### src/hw/rtl/lpf_pkg.sv
`default_nettype none
// shared types, codes and constants for the lease proposer
package lpf_pkg;

  // proposal id layout: node id in the low bits
  localparam int NODE_BITS = 4;
  localparam int ID_W      = 32;
  localparam logic [ID_W-1:0] ID_MASK = ID_W'((64'd1 << NODE_BITS) - 64'd1);

  // field widths
  localparam int NODE_W = 4;
  localparam int NN_W   = 5;
  localparam int DUR_W  = 16;
  localparam int TIME_W = 32;
  localparam int CNT_W  = 5;

  localparam logic [CNT_W-1:0]  CNT_MAX       = '1;
  localparam logic [TIME_W-1:0] CHOSEN_MARGIN = TIME_W'(500);

  // remaining lease / 7 via reciprocal multiply; at or above the limit the result saturates
  localparam int EXT_DIVISOR = 7;
  localparam int DIV_IN_W    = 19;
  localparam int DIV_SHIFT   = 22;
  localparam int DIV_MULT_W  = 20;
  localparam longint DIV_MULT  = ((64'd1 << DIV_SHIFT) + EXT_DIVISOR - 1) / EXT_DIVISOR;
  localparam longint DIV_LIMIT = longint'(EXT_DIVISOR) << DUR_W;

  // configuration register indexes
  typedef enum logic [1:0] {
    CFG_NODE_ID     = 2'd0,
    CFG_NUM_NODES   = 2'd1,
    CFG_LEASE_DUR   = 2'd2,
    CFG_ACQ_TIMEOUT = 2'd3
  } cfg_reg_t;

  // event codes
  typedef enum logic [2:0] {
    ACT_START   = 3'd0,
    ACT_STOP    = 3'd1,
    ACT_RESP    = 3'd2,
    ACT_ACQ_TMO = 3'd3,
    ACT_EXT_TMO = 3'd4
  } action_t;

  // acceptor response codes
  typedef enum logic [2:0] {
    RESP_PREP_REJECT = 3'd0,
    RESP_PREP_PREV   = 3'd1,
    RESP_PREP_OPEN   = 3'd2,
    RESP_PROP_REJECT = 3'd3,
    RESP_PROP_ACCEPT = 3'd4
  } resp_t;

  typedef enum logic [1:0] {
    MSG_NONE    = 2'd0,
    MSG_PREPARE = 2'd1,
    MSG_PROPOSE = 2'd2,
    MSG_CHOSEN  = 2'd3
  } msg_kind_t;

  typedef enum logic [1:0] {
    TMR_KEEP   = 2'd0,
    TMR_ARM    = 2'd1,
    TMR_CANCEL = 2'd2
  } timer_cmd_t;

  // proposer phase
  typedef enum logic [1:0] {
    PH_IDLE    = 2'd0,
    PH_PREPARE = 2'd1,
    PH_PROPOSE = 2'd2
  } phase_t;

  typedef struct packed {
    logic [NODE_W-1:0] node_id;
    logic [NN_W-1:0]   num_nodes;
    logic [DUR_W-1:0]  lease_duration;
  } cfg_t;

  typedef struct packed {
    logic [2:0]        action;
    logic [TIME_W-1:0] now;
    logic [2:0]        resp_type;
    logic [ID_W-1:0]   resp_proposal_id;
    logic [ID_W-1:0]   resp_accepted_id;
    logic [NODE_W-1:0] resp_lease_owner;
    logic [ID_W-1:0]   paxos_id;
  } in_word_t;

  typedef struct packed {
    msg_kind_t         msg_kind;
    logic [ID_W-1:0]   msg_proposal_id;
    logic [ID_W-1:0]   msg_paxos_id;
    logic [NODE_W-1:0] msg_lease_owner;
    logic [DUR_W-1:0]  msg_duration;
    logic [TIME_W-1:0] msg_expire_time;
    timer_cmd_t        acq_timer_cmd;
    timer_cmd_t        ext_timer_cmd;
    logic [DUR_W-1:0]  ext_timer_delay;
  } out_word_t;

  // handshake between pipeline stages
  typedef struct packed {
    logic advance;
    logic fire;
  } pipe_ctl_t;

endpackage
`default_nettype wire

### src/hw/rtl/lpf_cfg_regs.sv
`default_nettype none
// configuration registers of the lease proposer
module lpf_cfg_regs
  import lpf_pkg::*;
(
  input  wire logic             clk,
  input  wire logic             rst_n,
  input  wire logic             cfg_we,
  input  wire logic [1:0]       cfg_idx,
  input  wire logic [DUR_W-1:0] cfg_wdata,
  output cfg_t                  cfg
);

  cfg_t cfg_r, cfg_nxt;

  // register write decode
  always_comb begin
    cfg_nxt = cfg_r;
    if (cfg_we) begin
      case (cfg_idx)
        CFG_NODE_ID:     cfg_nxt.node_id        = cfg_wdata[NODE_W-1:0];
        CFG_NUM_NODES:   cfg_nxt.num_nodes      = cfg_wdata[NN_W-1:0];
        CFG_LEASE_DUR:   cfg_nxt.lease_duration = cfg_wdata;
        // acquire delay is applied by the external timer, nothing kept here
        CFG_ACQ_TIMEOUT: cfg_nxt = cfg_r;
        default:         cfg_nxt = cfg_r;
      endcase
    end
  end

  always_ff @(posedge clk) begin
    if (!rst_n) begin
      cfg_r.node_id        <= '0;
      cfg_r.num_nodes      <= NN_W'(3);
      cfg_r.lease_duration <= DUR_W'(7000);
    end else begin
      cfg_r <= cfg_nxt;
    end
  end

  assign cfg = cfg_r;

endmodule
`default_nettype wire

### src/hw/rtl/lpf_in_stage.sv
`default_nettype none
// input register stage for event words
module lpf_in_stage
  import lpf_pkg::*;
(
  input  wire logic     clk,
  input  wire logic     rst_n,
  input  wire logic     in_valid,
  output logic          in_stall,
  input  in_word_t      in_data,
  input  wire logic     advance,
  output pipe_ctl_t     ctl,
  output in_word_t      item
);

  logic     vld_r, vld_nxt;
  in_word_t data_r, data_nxt;
  logic     accept;

  // stall only while a held word cannot move on
  assign in_stall = vld_r && !advance;
  assign accept   = in_valid && !in_stall;

  assign ctl.advance = advance;
  assign ctl.fire    = vld_r && advance;

  always_comb begin
    vld_nxt  = vld_r;
    data_nxt = data_r;
    if (accept) begin
      vld_nxt  = 1'b1;
      data_nxt = in_data;
    end else if (ctl.fire) begin
      vld_nxt = 1'b0;
    end
  end

  always_ff @(posedge clk) begin
    if (!rst_n) begin
      vld_r <= 1'b0;
    end else begin
      vld_r <= vld_nxt;
    end
  end

  always_ff @(posedge clk) begin
    data_r <= data_nxt;
  end

  assign item = data_r;

endmodule
`default_nettype wire

### src/hw/rtl/lpf_core.sv
`default_nettype none
// proposer state and single-pass event evaluation
module lpf_core
  import lpf_pkg::*;
(
  input  wire logic clk,
  input  wire logic rst_n,
  input  pipe_ctl_t ctl,
  input  in_word_t  item,
  input  cfg_t      cfg,
  output out_word_t result
);

  // protocol state
  phase_t            phase_r, phase_nxt;
  logic [ID_W-1:0]   cur_r, cur_nxt;
  logic [ID_W-1:0]   high_r, high_nxt;
  logic [ID_W-1:0]   hsa_r, hsa_nxt;
  logic [NODE_W-1:0] own_r, own_nxt;
  logic [TIME_W-1:0] exp_r, exp_nxt;
  logic [CNT_W-1:0]  rep_r, rep_nxt;
  logic [CNT_W-1:0]  acc_r, acc_nxt;
  logic [CNT_W-1:0]  rej_r, rej_nxt;

  // event decode
  logic act_start, act_stop, act_resp, act_tmo;
  logic is_prep_resp, is_prop_resp;

  // decisions
  logic              prep_hit, prop_hit, owner_upd;
  logic              prep_restart, prep_major, propose_go, chosen, prop_restart;
  logic              start_prep, clr_cnt;
  logic [CNT_W-1:0]  rep_cnt, rej_cnt, acc_cnt;
  logic [CNT_W-1:0]  majority, rej_thr;
  logic [NODE_W-1:0] own_new;
  logic [ID_W-1:0]   id_bits, next_id;
  logic [TIME_W-1:0] left;

  // extend delay divider
  logic [DIV_MULT_W-1:0]          div_mult;
  logic [DIV_IN_W+DIV_MULT_W-1:0] div_prod;
  logic [DUR_W-1:0]               ext_delay, left_sat;

  always_comb begin
    act_start = 1'b0;
    act_stop  = 1'b0;
    act_resp  = 1'b0;
    act_tmo   = 1'b0;
    case (item.action)
      ACT_START:   act_start = ctl.fire;
      ACT_STOP:    act_stop  = ctl.fire;
      ACT_RESP:    act_resp  = ctl.fire;
      ACT_ACQ_TMO: act_tmo   = ctl.fire;
      ACT_EXT_TMO: act_tmo   = ctl.fire;
      default:     act_tmo   = 1'b0;
    endcase
  end

  assign is_prep_resp = item.resp_type inside {RESP_PREP_REJECT, RESP_PREP_PREV, RESP_PREP_OPEN};
  assign is_prop_resp = item.resp_type inside {RESP_PROP_REJECT, RESP_PROP_ACCEPT};

  // thresholds from group size
  assign majority = (cfg.num_nodes >> 1) + CNT_W'(1);
  assign rej_thr  = CNT_W'(({1'b0, cfg.num_nodes} + (NN_W+1)'(1)) >> 1);

  // saturating counter steps
  assign rep_cnt = (rep_r == CNT_MAX) ? rep_r : rep_r + CNT_W'(1);
  assign rej_cnt = (item.resp_type == RESP_PREP_REJECT && rej_r != CNT_MAX) ?
                   rej_r + CNT_W'(1) : rej_r;
  assign acc_cnt = (item.resp_type == RESP_PROP_ACCEPT && acc_r != CNT_MAX) ?
                   acc_r + CNT_W'(1) : acc_r;

  // next proposal id: bump the round above the highest seen, add node id
  assign id_bits = ID_W'(cfg.node_id) & ID_MASK;
  assign next_id = (((high_r >> NODE_BITS) + ID_W'(1)) << NODE_BITS) | id_bits;

  assign left = exp_r - item.now;

  // prepare response handling
  assign prep_hit     = act_resp && is_prep_resp && (phase_r == PH_PREPARE) &&
                        (item.resp_proposal_id == cur_r);
  assign owner_upd    = prep_hit && (item.resp_type == RESP_PREP_PREV) &&
                        (item.resp_accepted_id >= hsa_r);
  assign own_new      = owner_upd ? item.resp_lease_owner : own_r;
  assign prep_restart = prep_hit && (rej_cnt >= rej_thr);
  assign prep_major   = prep_hit && !prep_restart && ((rep_cnt - rej_cnt) >= majority);
  assign propose_go   = prep_major && (own_new == cfg.node_id);

  // propose response handling, late responses are dropped
  assign prop_hit     = act_resp && is_prop_resp && !(exp_r < item.now) &&
                        (phase_r == PH_PROPOSE) && (item.resp_proposal_id == cur_r);
  assign chosen       = prop_hit && (acc_cnt >= majority) && (left > CHOSEN_MARGIN);
  assign prop_restart = prop_hit && !chosen && (rep_cnt == cfg.num_nodes);

  assign start_prep = (act_start && phase_r == PH_IDLE) || act_tmo ||
                      prep_restart || prop_restart;
  assign clr_cnt    = start_prep || propose_go || chosen;

  // remaining lease divided by 7, saturated to 16 bits
  assign div_mult  = DIV_MULT_W'(DIV_MULT);
  assign div_prod  = left[DIV_IN_W-1:0] * div_mult;
  assign ext_delay = (left >= TIME_W'(DIV_LIMIT)) ? '1 : div_prod[DIV_SHIFT +: DUR_W];
  assign left_sat  = (left > TIME_W'({DUR_W{1'b1}})) ? '1 : left[DUR_W-1:0];

  // next phase
  always_comb begin
    phase_nxt = phase_r;
    if (start_prep) begin
      phase_nxt = PH_PREPARE;
    end else if (act_stop) begin
      phase_nxt = PH_IDLE;
    end else if (propose_go) begin
      phase_nxt = PH_PROPOSE;
    end else if (prep_major || chosen) begin
      phase_nxt = PH_IDLE;
    end
  end

  // datapath state
  always_comb begin
    cur_nxt  = cur_r;
    high_nxt = high_r;
    hsa_nxt  = hsa_r;
    own_nxt  = own_new;
    exp_nxt  = exp_r;
    rep_nxt  = rep_r;
    acc_nxt  = acc_r;
    rej_nxt  = rej_r;
    if (owner_upd) begin
      hsa_nxt = item.resp_accepted_id;
    end
    if (prep_hit) begin
      rep_nxt = rep_cnt;
      rej_nxt = rej_cnt;
    end
    if (prop_hit) begin
      rep_nxt = rep_cnt;
      acc_nxt = acc_cnt;
    end
    if (propose_go) begin
      exp_nxt = item.now + TIME_W'(cfg.lease_duration);
    end
    if (start_prep) begin
      cur_nxt = next_id;
      hsa_nxt = '0;
      own_nxt = cfg.node_id;
      if (next_id > high_r) begin
        high_nxt = next_id;
      end
    end
    if (clr_cnt) begin
      rep_nxt = '0;
      acc_nxt = '0;
      rej_nxt = '0;
    end
  end

  // result word
  always_comb begin
    result = '0;
    if (act_start || act_stop) begin
      result.ext_timer_cmd = TMR_CANCEL;
    end
    if (act_stop) begin
      result.acq_timer_cmd = TMR_CANCEL;
    end
    if (start_prep) begin
      result.msg_kind        = MSG_PREPARE;
      result.msg_proposal_id = next_id;
      result.msg_paxos_id    = item.paxos_id;
      result.acq_timer_cmd   = TMR_ARM;
    end else if (propose_go) begin
      result.msg_kind        = MSG_PROPOSE;
      result.msg_proposal_id = cur_r;
      result.msg_lease_owner = own_new;
      result.msg_duration    = cfg.lease_duration;
    end else if (chosen) begin
      result.msg_kind        = MSG_CHOSEN;
      result.msg_lease_owner = own_r;
      result.msg_duration    = left_sat;
      result.msg_expire_time = exp_r;
      result.acq_timer_cmd   = TMR_CANCEL;
      result.ext_timer_cmd   = TMR_ARM;
      result.ext_timer_delay = ext_delay;
    end
  end

  always_ff @(posedge clk) begin
    if (!rst_n) begin
      phase_r <= PH_IDLE;
      cur_r   <= '0;
      high_r  <= '0;
      hsa_r   <= '0;
      own_r   <= '0;
      exp_r   <= '0;
      rep_r   <= '0;
      acc_r   <= '0;
      rej_r   <= '0;
    end else begin
      phase_r <= phase_nxt;
      cur_r   <= cur_nxt;
      high_r  <= high_nxt;
      hsa_r   <= hsa_nxt;
      own_r   <= own_nxt;
      exp_r   <= exp_nxt;
      rep_r   <= rep_nxt;
      acc_r   <= acc_nxt;
      rej_r   <= rej_nxt;
    end
  end

  // rejects and accepts are each a subset of the replies
  a_cnt_order: assert property (@(posedge clk) disable iff (!rst_n)
    (rej_r <= rep_r) && (acc_r <= rep_r))
    else $error("reply counters out of order");

  // a new proposal always carries this node's id in its low bits
  a_prep_id: assert property (@(posedge clk) disable iff (!rst_n)
    start_prep |=> ((cur_r & ID_MASK) == ($past(id_bits))))
    else $error("proposal id lost node id");

  // sending any message clears the counters
  a_cnt_clear: assert property (@(posedge clk) disable iff (!rst_n)
    clr_cnt |=> (rep_r == '0) && (acc_r == '0) && (rej_r == '0))
    else $error("counters not cleared on send");

  // a chosen lease ends the proposing phase
  a_chosen_idle: assert property (@(posedge clk) disable iff (!rst_n)
    chosen |=> (phase_r == PH_IDLE))
    else $error("still proposing after chosen");

  // state only moves when a word is taken
  a_hold: assert property (@(posedge clk) disable iff (!rst_n)
    !ctl.fire |=> $stable(phase_r) && $stable(cur_r) && $stable(rep_r))
    else $error("state changed without an event");

endmodule
`default_nettype wire

### src/hw/rtl/lpf_out_stage.sv
`default_nettype none
// result register stage toward the consumer
module lpf_out_stage
  import lpf_pkg::*;
(
  input  wire logic clk,
  input  wire logic rst_n,
  input  pipe_ctl_t ctl,
  input  out_word_t result,
  output logic      advance,
  output logic      out_valid,
  input  wire logic out_stall,
  output out_word_t out_data
);

  logic      vld_r, vld_nxt;
  out_word_t data_r, data_nxt;

  // room when empty or the held word leaves this cycle
  assign advance = !vld_r || !out_stall;

  always_comb begin
    vld_nxt  = vld_r;
    data_nxt = data_r;
    if (ctl.fire) begin
      vld_nxt  = 1'b1;
      data_nxt = result;
    end else if (!out_stall) begin
      vld_nxt = 1'b0;
    end
  end

  always_ff @(posedge clk) begin
    if (!rst_n) begin
      vld_r <= 1'b0;
    end else begin
      vld_r <= vld_nxt;
    end
  end

  always_ff @(posedge clk) begin
    data_r <= data_nxt;
  end

  assign out_valid = vld_r;
  assign out_data  = data_r;

endmodule
`default_nettype wire

### src/hw/rtl/lease_proposer_fsm_top.sv
// an accepted event word is evaluated from the input register, and its result is held in the result register
// throughput: one event per cycle while out_stall does not hold the result register; the input register,
//   the evaluation logic and the result register form a two-stage pipeline
// reset: synchronous active-low rst_n empties both stages, returns the proposer to idle
//   with cleared ids and counters, and loads node_id 0, num_nodes 3, lease_duration 7000
`default_nettype none
module lease_proposer_fsm_top
  import lpf_pkg::*;
(
  input  wire logic             clk,
  input  wire logic             rst_n,
  input  wire logic             in_valid,
  output logic                  in_stall,
  input  in_word_t              in_data,
  output logic                  out_valid,
  input  wire logic             out_stall,
  output out_word_t             out_data,
  input  wire logic             cfg_we,
  input  wire logic [1:0]       cfg_idx,
  input  wire logic [DUR_W-1:0] cfg_wdata
);

  cfg_t      cfg;
  pipe_ctl_t ctl;
  in_word_t  item;
  out_word_t result;
  logic      advance;

  // configuration
  lpf_cfg_regs u_cfg (
    .clk       (clk),
    .rst_n     (rst_n),
    .cfg_we    (cfg_we),
    .cfg_idx   (cfg_idx),
    .cfg_wdata (cfg_wdata),
    .cfg       (cfg)
  );

  // input word register
  lpf_in_stage u_in (
    .clk      (clk),
    .rst_n    (rst_n),
    .in_valid (in_valid),
    .in_stall (in_stall),
    .in_data  (in_data),
    .advance  (advance),
    .ctl      (ctl),
    .item     (item)
  );

  // proposer state and evaluation
  lpf_core u_core (
    .clk    (clk),
    .rst_n  (rst_n),
    .ctl    (ctl),
    .item   (item),
    .cfg    (cfg),
    .result (result)
  );

  // result word register
  lpf_out_stage u_out (
    .clk       (clk),
    .rst_n     (rst_n),
    .ctl       (ctl),
    .result    (result),
    .advance   (advance),
    .out_valid (out_valid),
    .out_stall (out_stall),
    .out_data  (out_data)
  );

endmodule
`default_nettype wire
### config.mk
export PLATFORM = sky130hd
export DESIGN_NAME = lease_proposer_fsm_top
export DESIGN_NICKNAME = d
export VERILOG_FILES = /design/src/hw/rtl/lpf_pkg.sv /design/src/hw/rtl/lpf_cfg_regs.sv /design/src/hw/rtl/lpf_in_stage.sv /design/src/hw/rtl/lpf_core.sv /design/src/hw/rtl/lpf_out_stage.sv /design/src/hw/rtl/lease_proposer_fsm_top.sv
export SDC_FILE = /design/constraint.sdc
export NUM_CORES = 1
export LEC_CHECK = 0
export ABC_AREA = 1
export BUFFER_PORTS_ARGS = -buffer_cell sky130_fd_sc_hd__buf_4
export CAP_MARGIN = 5
export CORE_UTILIZATION = 54
export CTS_CLUSTER_SIZE = 40
export DETAILED_ROUTE_END_ITERATION = 16
export PLACE_DENSITY_LB_ADDON = 0.05
export SETUP_SLACK_MARGIN = 0.3
export SLEW_MARGIN = 20
export SYNTH_ARGS = -nofsm -noshare
export SYNTH_HDL_FRONTEND = slang
export SYNTH_SLANG_ARGS = --single-unit
### constraint.sdc
create_clock -name clk -period 6.9 [get_ports clk]
set_input_delay 0.345 -clock clk [delete_from_list [all_inputs] [get_ports clk]]
set_output_delay 0.345 -clock clk [all_outputs]
set_load 0.02 [all_outputs]
**After elaboration in Yosys (flattened, before gate mapping)**

Cells that the tools add are included.

- Memory bits (writable): 0
- Logic and storage cells: 160
- Bits in latches: 0
- ROM bits: 0
- Register bits after elaboration: 452
- Bits of input ports: 161
- Memories: 0
- Output and inout bits: 140

- Equal/unequal tests: 19
- Reduce and logical (&&, ||, !) cells: 57
- $mul: 1
- Multiplexer cells: 31
- Shift-type cells: 0
- Bitwise logic cells: 3
- Divide/modulo/power cells: 0
- Add/sub/neg operators: 9
- Magnitude comparators: 9

Operators with widths:

| operator | number |
|---|---|
| $mux W72 | 1 |
| $mux W32 | 2 |
| $mux W20 | 2 |
| $mul A19 B20 Y38 const B | 1 |
| $add A32 B16 Y32 | 1 |
| $eq A32 B32 Y1 | 1 |
| $ge A32 B19 Y1 const B | 1 |
| $ge A32 B32 Y1 | 1 |
| $gt A32 B16 Y1 const B | 1 |
| $gt A32 B32 Y1 | 1 |
| $gt A32 B9 Y1 const B | 1 |
| $lt A32 B32 Y1 | 1 |
| $mux W16 | 2 |
| $or A32 B4 Y32 | 1 |
| $sub A32 B32 Y32 | 1 |
| $add A28 B1 Y28 const B | 1 |
| $mux W5 | 5 |
| $logic_and A1 B1 Y1 | 23 |
| $mux W18 | 1 |
| $add A5 B1 Y5 const B | 3 |
| $ge A5 B5 Y1 | 3 |
| $eq A3 B2 Y1 const B | 4 |
| $mux W2 | 6 |
| $mux W1 | 10 |
| 24 further kinds | 55 |

**Longest topological paths before layout**

Gate-level depths: netlist of run 1.

- Depth in word-level cells: 17
- Depth in mapped cells: 37

**Modules after synthesis**

Synthesis of run 1 repeated with hierarchy kept, for this count alone.

- Cells, all modules: 3,350
- Area, all modules: 28,079.4 um^2

Modules (own cells, without submodules):

| module | area each (um^2) | cells an instance | seq. area each (um^2) | instances |
|---|---|---|---|---|
| lpf_core | 18,669.2 | 2,913 | 2,902.8 | 1 |
| lpf_in_stage | 4,211.5 | 149 | 4,164.0 | 1 |
| lpf_out_stage | 4,186.5 | 143 | 4,164.0 | 1 |
| lpf_cfg_regs | 1,012.2 | 145 | 500.5 | 1 |

**Least setup slack after synthesis of run 1**

OpenSTA, ideal clock, no wires.

- Kind: register to register
- Start point: register u_in.data_r, in the netlist u_in.item[103]
- End point: register u_out.data_r, in the netlist u_out.out_data[8] (data pin)
- Arrival time: 6.182 ns
- Path buffers: 0
- Setup slack: 0.464 ns
- Cell stages (with the launch flop): 31
- Period minus slack after synthesis: 6.436 ns
- Library setup time: 0.254 ns
- Cell sequence: edfxtp_1 ha_1 fa_1 inv_1 nand3_1 nand3_1 nand2_1 nand3_1 nand2_1 nand2_1 xor2_1 ha_1 inv_1 fa_1 fa_1 fa_1 fa_1 fa_1 inv_1 ha_1 nand4_1 inv_1 a21oi_1 nand3_1 nand3_1 nand2_1 nand3_1 nand2_1 a21o_1 xor2_1 o21a_1

- Longest elaborated chain between the ends: 12

Ends and longest elaborated chain:

| what | RTL line | source |
|---|---|---|
| start: declaration | lpf_in_stage.sv:17 | `in_word_t data_r, data_nxt;` |
| start signal: assignment | lpf_in_stage.sv:47 | `data_r <= data_nxt;` |
| parallel branches: the longest is 12 deep, another holds $mul A19 B20 Y38 | - |  |
| end signal: assignment | lpf_out_stage.sv:42 | `data_r <= data_nxt;` |
| end: declaration | lpf_out_stage.sv:17 | `out_word_t data_r, data_nxt;` |

Several ways; the timed one is not identified.
A chain may end at the register's enable or synchronous reset.

**Final worst setup path of run 1**

- Start point: register u_in.data_r, in the netlist u_in.item[111]
- End point: register u_out.data_r, in the netlist u_out.out_data[14] (data pin)

The elaborated chain is that of the path after synthesis.

==> run metrics, run 1 <==
status completed; Hold Vio Cnt, Final 0; largest net degree at the start of global routing 71; worst hold path type in2reg; Antenna Nets Post-Route 0; Sinks on Clock Net around 450; period utilisation layout 0.927; highest achievable clock rate 0.156 GHz; startpoint class of the critical path flop; post-synth top area cell edfxtp_1; top post-synthesis cells by area edfxtp_1 (29%), dfxtp_1 (12%), ha_1 (12%); #FFs+latches synth 448; Die W 230 um; clk slew on worst S/H paths 0.06 ns; post-place setup slack -0.00742 ns; TritonCTS clock tree yes; io pins between 300 and 400; total gr overflow 0; Final min period 6.40 ns; Setup WS post-layout about 0.50 ns; commonest non-fill, non-tap cells in the layout nand2_1 (710), inv_1 (596), buf_4 (370), nor2_1 (288), edfxtp_1 (276); placed cells 4319; vias in the first global route between 20000 and 25000; fraction of layout cells with a size suffix above 1 0.158; Top delay family on crit path adder cells; P&R area growth vs syn 25.5%; CTS Buffer Depth 3; worst setup path category reg2reg; Syn Std Cell Area 28200 um2; Total GRT Usage 0.301; R2R Path Start u_in.item[111]; Root Buffer clkbuf_16; Critical Path Sink Type flop; Rel. slew slack 0.243; register area share after synthesis 0.417; Leak Pwr between 15 and 20 nW; filler instances just over 4000; first-pass GRT wire length 126000 um; non-filler cells, final approximately 4600; Yosys cell types between 50 and 60; multi-input logic area about 14000 um2; Slowest cell on crit path fa_2; HPWL Detailed 59900 um; hold path startpoint cfg_wdata[10]; WL/cell 17.6 um; commonest non-fill, non-tap cell in the layout nand2_1; Pre-antenna DRT Iters 5; register area 11700 um2; core area just over 50000 um2; die area 53100 um2; RSZ-0062 raised after global routing no; syn_nets 3867; mean post-synth cell area 8.37 um2; final WL 80900 um; Vias 24267; H-tree depth 2; Critical path origin u_in.item[111]; Setup Skew 0.0285 ns; RePlAce Congestion ~0.97; vias per cell 5.28; Crit path buffers/inverters 6; drt initial violations 1533; total CTS buffers 50; WP data arrival around 6.7 ns; buffers added on ports 300; Starting Density 0.548; Worst-Skew Late Latency 0.61 ns; crit-path max cell delay 0.58 ns; Final nets between 4000 and 5000; row count 83; power per cell area 261 nW/um2; Worst Path Required ~7.2 ns; Syn Inst Count 3367; Final setup viols 0; worst-margin pin slew 1.13 ns; MaxCap Viol Count 0; Slew Limit Fails 0; initial antenna violation count 6; DRC violation count after routing 0; Yosys warnings 0; critical-path maximum fanout 5; Yosys top cell area share 0.294; Worst VDD drop 305 uV; die height 230 um
==> tightest hold or removal path, delay by kind of cell <==
family | cells | cell delay (ns)
buffers and inverters | 1 | 0.12
and+or+nand+nor | 2 | 0.13
==> synth_stat cells (all sizes together) <==
cell type and n:
inv 623, o21bai 9, a211oi 3, or2 8, nor4 11, a31oi 7
o211ai 8, a21boi 1, mux2 1, a21o 9, xnor2 33, nor3 45
o22ai 1, o21ai 159, ha 268, nor2 306, and2 7, nand2 737
o2111ai 1, a21oi 222, o21ba 1, o21a 10, clkinv 1, a31o 2
xor2 68, o2bb2ai 1, a221oi 2, dfxtp 172, nand3 174, clkbuf 38
and3 8, nand3b 8, buf 32, mux2i 1, nand4 39, fa 71
nor3b 3, a32o 1, edfxtp 276
==> cells by family (layout without fill, tap and decap cells) <==
| logic type | count (synthesis) | in the layout | synth area share |
|---|---|---|---|
| and+or+nand+nor | 1346 | 1346 | 0.202 |
| buffers and inverters | 694 | 1240 | 0.0969 |
| DFF | 448 | 448 | 0.417 |
| AOI/OAI and AO/OA | 437 | 437 | 0.0827 |
| adders and majority gates | 339 | 339 | 0.170 |
| xor gates and xnor gates | 101 | 101 | 0.0317 |
| muxes | 2 | 2 | 0.000755 |
| other | 0 | 2 | 0 |
==> sequential cells by signal (all words and copies together) (netlist names), 2 cells and up <==
register,count
u_core.cur_r,32
u_core.phase_r,2
u_core.rej_r,5
u_core.rep_r,5
u_core.acc_r,5
u_core.hsa_r,32
u_in.item,138
u_core.high_r,28
u_core.exp_r,32
u_cfg.cfg,25
u_core.own_r,4
u_out.out_data,138
==> path summary, 6_finish.rpt <==
check	to	slack [ns]	cells past startpoint
setup / recovery	u_out.out_data[14]	0.50	31
hold / removal	u_cfg.cfg[10]	0.03	3
setup reg to reg	u_out.out_data[14]	0.50	31
hold reg to reg	u_core.hsa_r[13]	0.46	2
==> power breakdown <==
| group | internal [mW] | switching [mW] | leakage (nW) |
|---|---|---|---|
| Sequential | 2.95 | 0.0547 | 3.99 |
| Combinational | 1.43 | 2.05 | 11.2 |
| Clock | 1.57 | 1.15 | 0.821 |
| Total | 5.95 | 3.26 | 16.0 |
==> layer usage <==
layer / vias up / share of wire / wire length (um) / track usage
li1: 11894 / - / - / -
met1: 11499 / 0.42 / 34100 / 0.387
met2: 698 / 0.49 / 39800 / 0.521
met3: 168 / 0.051 / 4130 / 0.0411
met4: 8 / 0.034 / 2750 / 0.0987
met5: - / 0.00054 / 44 / 0
==> through the flow <==
stage               utilization  hold WS [ns]  TNS [ns]  area (um2)  power [mW]
global route              0.687        0.0197         0       35300        9.74
finish                    0.687        0.0311         0       35300        9.21
detailed placement        0.607         0.452  -0.00742       31200        5.83
CTS                       0.672        0.0110         0       34500        8.74
floorplan                     -         0.438         0       28200        5.04
global placement          0.607         0.448         0       31200        5.76
==> timing repair <==
action / 4_1_cts / 5_1_grt
buffers inserted: 5 / 24
pin swaps: 11 / 59
hold endpoints to repair: 153 / 0
hold buffers: 151 / 0
setup endpoints to repair: 12 / 15
cloned: 0 / 0
resized for setup: 24 / 121
==> layout make-up <==
cell class	count	share of cell area
Antenna cell	2	0.000142
Tap cell	680	0.0241
Clock inverter	25	0.00708
Inverter	624	0.0666
Clock buffer	69	0.0404
Timing Repair Buffer	522	0.122
Multi-Input combinational cell	2225	0.408
Sequential cell	448	0.332
No activity file was read; power rests on OpenSTA's default activity.
==> inputs of run 2 (changes only) <==
--- a/config.mk
+++ b/config.mk
@@ -5,7 +5,7 @@
 export SDC_FILE = /design/constraint.sdc
 export NUM_CORES = 1
 export LEC_CHECK = 0
-export ABC_AREA = 1
+export ABC_AREA = 0
 export BUFFER_PORTS_ARGS = -buffer_cell sky130_fd_sc_hd__buf_4
 export CAP_MARGIN = 5
 export CORE_UTILIZATION = 54
==> run 2 against run 1 <==
  * The run now ends with negative setup slack left
  * Sequential power is essentially flat
  * First-iteration DRC count is essentially flat
  * Hold slack lost 0.018 ns
  * Synthesized area shrank 4.9%
  * Clock-buffer cell count shrank 14
  * Die area shrank 4.8%
  * Combinational power shrank 16%
  * Critical path type unchanged
  * Critical endpoint is now u_out.out_data[15]
  * Non-clock buffer count grew 112
  * Routed wire length shrank 7.4%
==> run metrics, run 2 <==
filler instances 3639 (-11%); vias in the first global route 21594 (-9.3%); Final setup viols 15 (+15); worst hold path type in2reg; total CTS buffers 48 (-4.0%); syn_nets 3107 (-20%); register area 11700 um2 (about the same); Slew Limit Fails 0 (unchanged); most frequent cell after synthesis edfxtp_1; ys async rst share 0 (unchanged); Final nets 3691 (-16%); Leak Pwr 15.1 nW (-5.8%); Starting Density 0.547 (-0.000588); Final min period 7.44 ns (+1.05 ns); placed cells 3639 (-16%); top post-synthesis cells by area edfxtp_1 (31%), dfxtp_1 (13%), ha_1 (13%); Yosys cell types 75 (+32%); Antenna Nets Post-Route 0 (unchanged); RSZ-0062 raised after global routing yes; startpoint class of the critical path flop; period utilisation layout 1.08 (+0.152); die height 225 um (-2.4%); Main synth FF type edfxtp_1; commonest cells in the synthesized netlist edfxtp_1 (276), ha_1 (268), inv_1 (267); crit-path max cell delay 0.56 ns (-0.02 ns); non-filler cells, final 3894 (-15%); Slowest cell on crit path fa_2; commonest non-fill, non-tap cell in the layout buf_4; MaxCap Viol Count 0 (unchanged); die area 50500 um2 (-4.8%); Setup WS post-layout -0.543 ns (-1.05 ns); status finished, violations left; minimum hold slack 0.0130 ns (-0.0181 ns); worst-margin pin slew 1.06 ns (-0.0724 ns); CTS Buffer Depth 3 (unchanged); worst setup path category reg2reg; highest achievable clock rate 0.134 GHz (-14%); core area 49000 um2 (-4.8%); drt initial violations 1534 (+0.065%); multi-input logic area 14000 um2 (-2.7%); H-tree depth 2 (unchanged); Critical Path Sink Type flop; register area share after synthesis 0.438 (+0.0214); Worst Path Required 7.36 ns (+0.14 ns); Setup Skew 0.0240 ns (-0.00443 ns); RePlAce Congestion 0.937 (-3.8%); fraction of layout cells with a size suffix above 1 0.200 (+0.0420); io pins 301 (unchanged); commonest non-fill, non-tap cells in the layout buf_4 (480), edfxtp_1 (276), inv_1 (263), ha_1 (261), nand2_1 (201); HPWL Detailed 54100 um (-9.6%); post-synth top area cell edfxtp_1; mean post-synth cell area 10.3 um2 (+23%); power per cell area 251 nW/um2 (-3.7%); Syn Std Cell Area 26800 um2 (-4.9%); Die W 225 um (-2.4%); WP data arrival 7.90 ns (+1.18 ns); final WL 74900 um (-7.4%); Setup TNS Final -5.48 ns (-5.48 ns); violated checks negative setup slack; TritonCTS clock tree yes; Yosys warnings 0 (unchanged); critical-path maximum fanout 3 (-2); Syn Inst Count 2607 (-23%); largest net degree at the start of global routing 63 (-11%); Root Buffer clkbuf_16; Pre-antenna DRT Iters 5 (unchanged); clk slew on worst S/H paths 0.07 ns (about the same); initial antenna violation count 2 (-4); P&R area growth vs syn 28.4%; Vias 21518 (-11%); first-pass GRT wire length 116000 um (-7.8%); Worst VDD drop 272 uV (-11%); Rel. slew slack 0.287 (+0.0436); Post-synth EDFFs 276 (unchanged); vias per cell 5.53 (+4.6%); #FFs+latches synth 448 (unchanged); Sinks on Clock Net 448 (unchanged); buffers added on ports 300 (unchanged); WL/cell 19.2 um (+9.2%); Worst-Skew Late Latency 0.61 ns (about the same); Yosys top cell area share 0.309 (+0.0151); Hold Vio Cnt, Final 0 (unchanged); DRC violation count after routing 0 (unchanged); total gr overflow 0 (unchanged); row count 81 (-2.4%); Total GRT Usage 0.296 (-0.00441)
## run 2: area by class of cell
cell class | instances | area share
well taps | 664 | 0.0241
repair buffers | 634 | 0.150
inverters | 269 | 0.0293
clock buffers | 55 | 0.0365
clock inverters | 32 | 0.0111
flip-flops and latches | 448 | 0.341
diodes | 2 | 0.000145
multi-input cells | 1790 | 0.408
## run 2: cell families after synthesis
group	count (synthesis)	share of synthesized area
multiplexers	76	0.0287
AND/OR/NAND/NOR	736	0.134
adder cells (fa/ha/maj)	339	0.178
flip-flops	448	0.438
buffers and inverters	369	0.0531
AO/OA/AOI/OAI	497	0.122
XOR/XNOR	142	0.0464
## run 2: metal layers
layer  vias to the layer above  track usage  share of wire  routed length [um]
met2                       709        0.501           0.48               36200
met5                         -            0              0                   0
met3                       123       0.0468          0.066                4970
met1                     10339        0.385           0.42               31400
met4                         0        0.105          0.031                2350
li1                      10347            -              -                   -
## run 2: critical path, delay by kind of cell (launching register included)
family / cells / cell delay [ns]
adder cells (fa/ha/maj): 9 / 3.56
AO/OA/AOI/OAI: 10 / 1.98
AND/OR/NAND/NOR: 7 / 0.91
flip-flops: 1 / 0.39
buffers and inverters: 3 / 0.30
XOR/XNOR: 1 / 0.16
## run 2: through the flow
stage	util	power (mW)	worst slack, ns	instance area [um2]
after floorplan	-	4.73	-0.353	26800
after global placement	0.630	5.49	-0.630	30800
after detailed placement	0.630	5.59	-0.775	30800
after CTS	0.699	8.55	-0.528	34200
after global routing	0.703	9.13	-0.845	34400
final	0.703	8.64	-0.543	34400
## run 2: path summary, 6_finish.rpt
path,start,cells after the start,slack [ns],endpoint
worst max-delay path,u_in.item[103],30,-0.54,u_out.out_data[15]
worst min-delay path,cfg_wdata[7],3,0.01,u_cfg.cfg[7]
worst max register to register,u_in.item[103],30,-0.54,u_out.out_data[15]
worst min register to register,u_core.hsa_r[30],2,0.45,u_core.hsa_r[30]
## run 2: timing repair
item / CTS / global route
endpoints found under the setup margin: 16 / 16
gates resized for setup: 26 / 24
buffers inserted: 8 / 6
hold buffers: 151 / 0
endpoints found under the hold margin: 151 / 0
pin swaps: 30 / 17
## run 2: power breakdown
group          total (mW)  internal, mW  switching [mW]
clock                2.71          1.58            1.13
combinational        2.91          1.39            1.52
sequential           3.02          2.95          0.0664
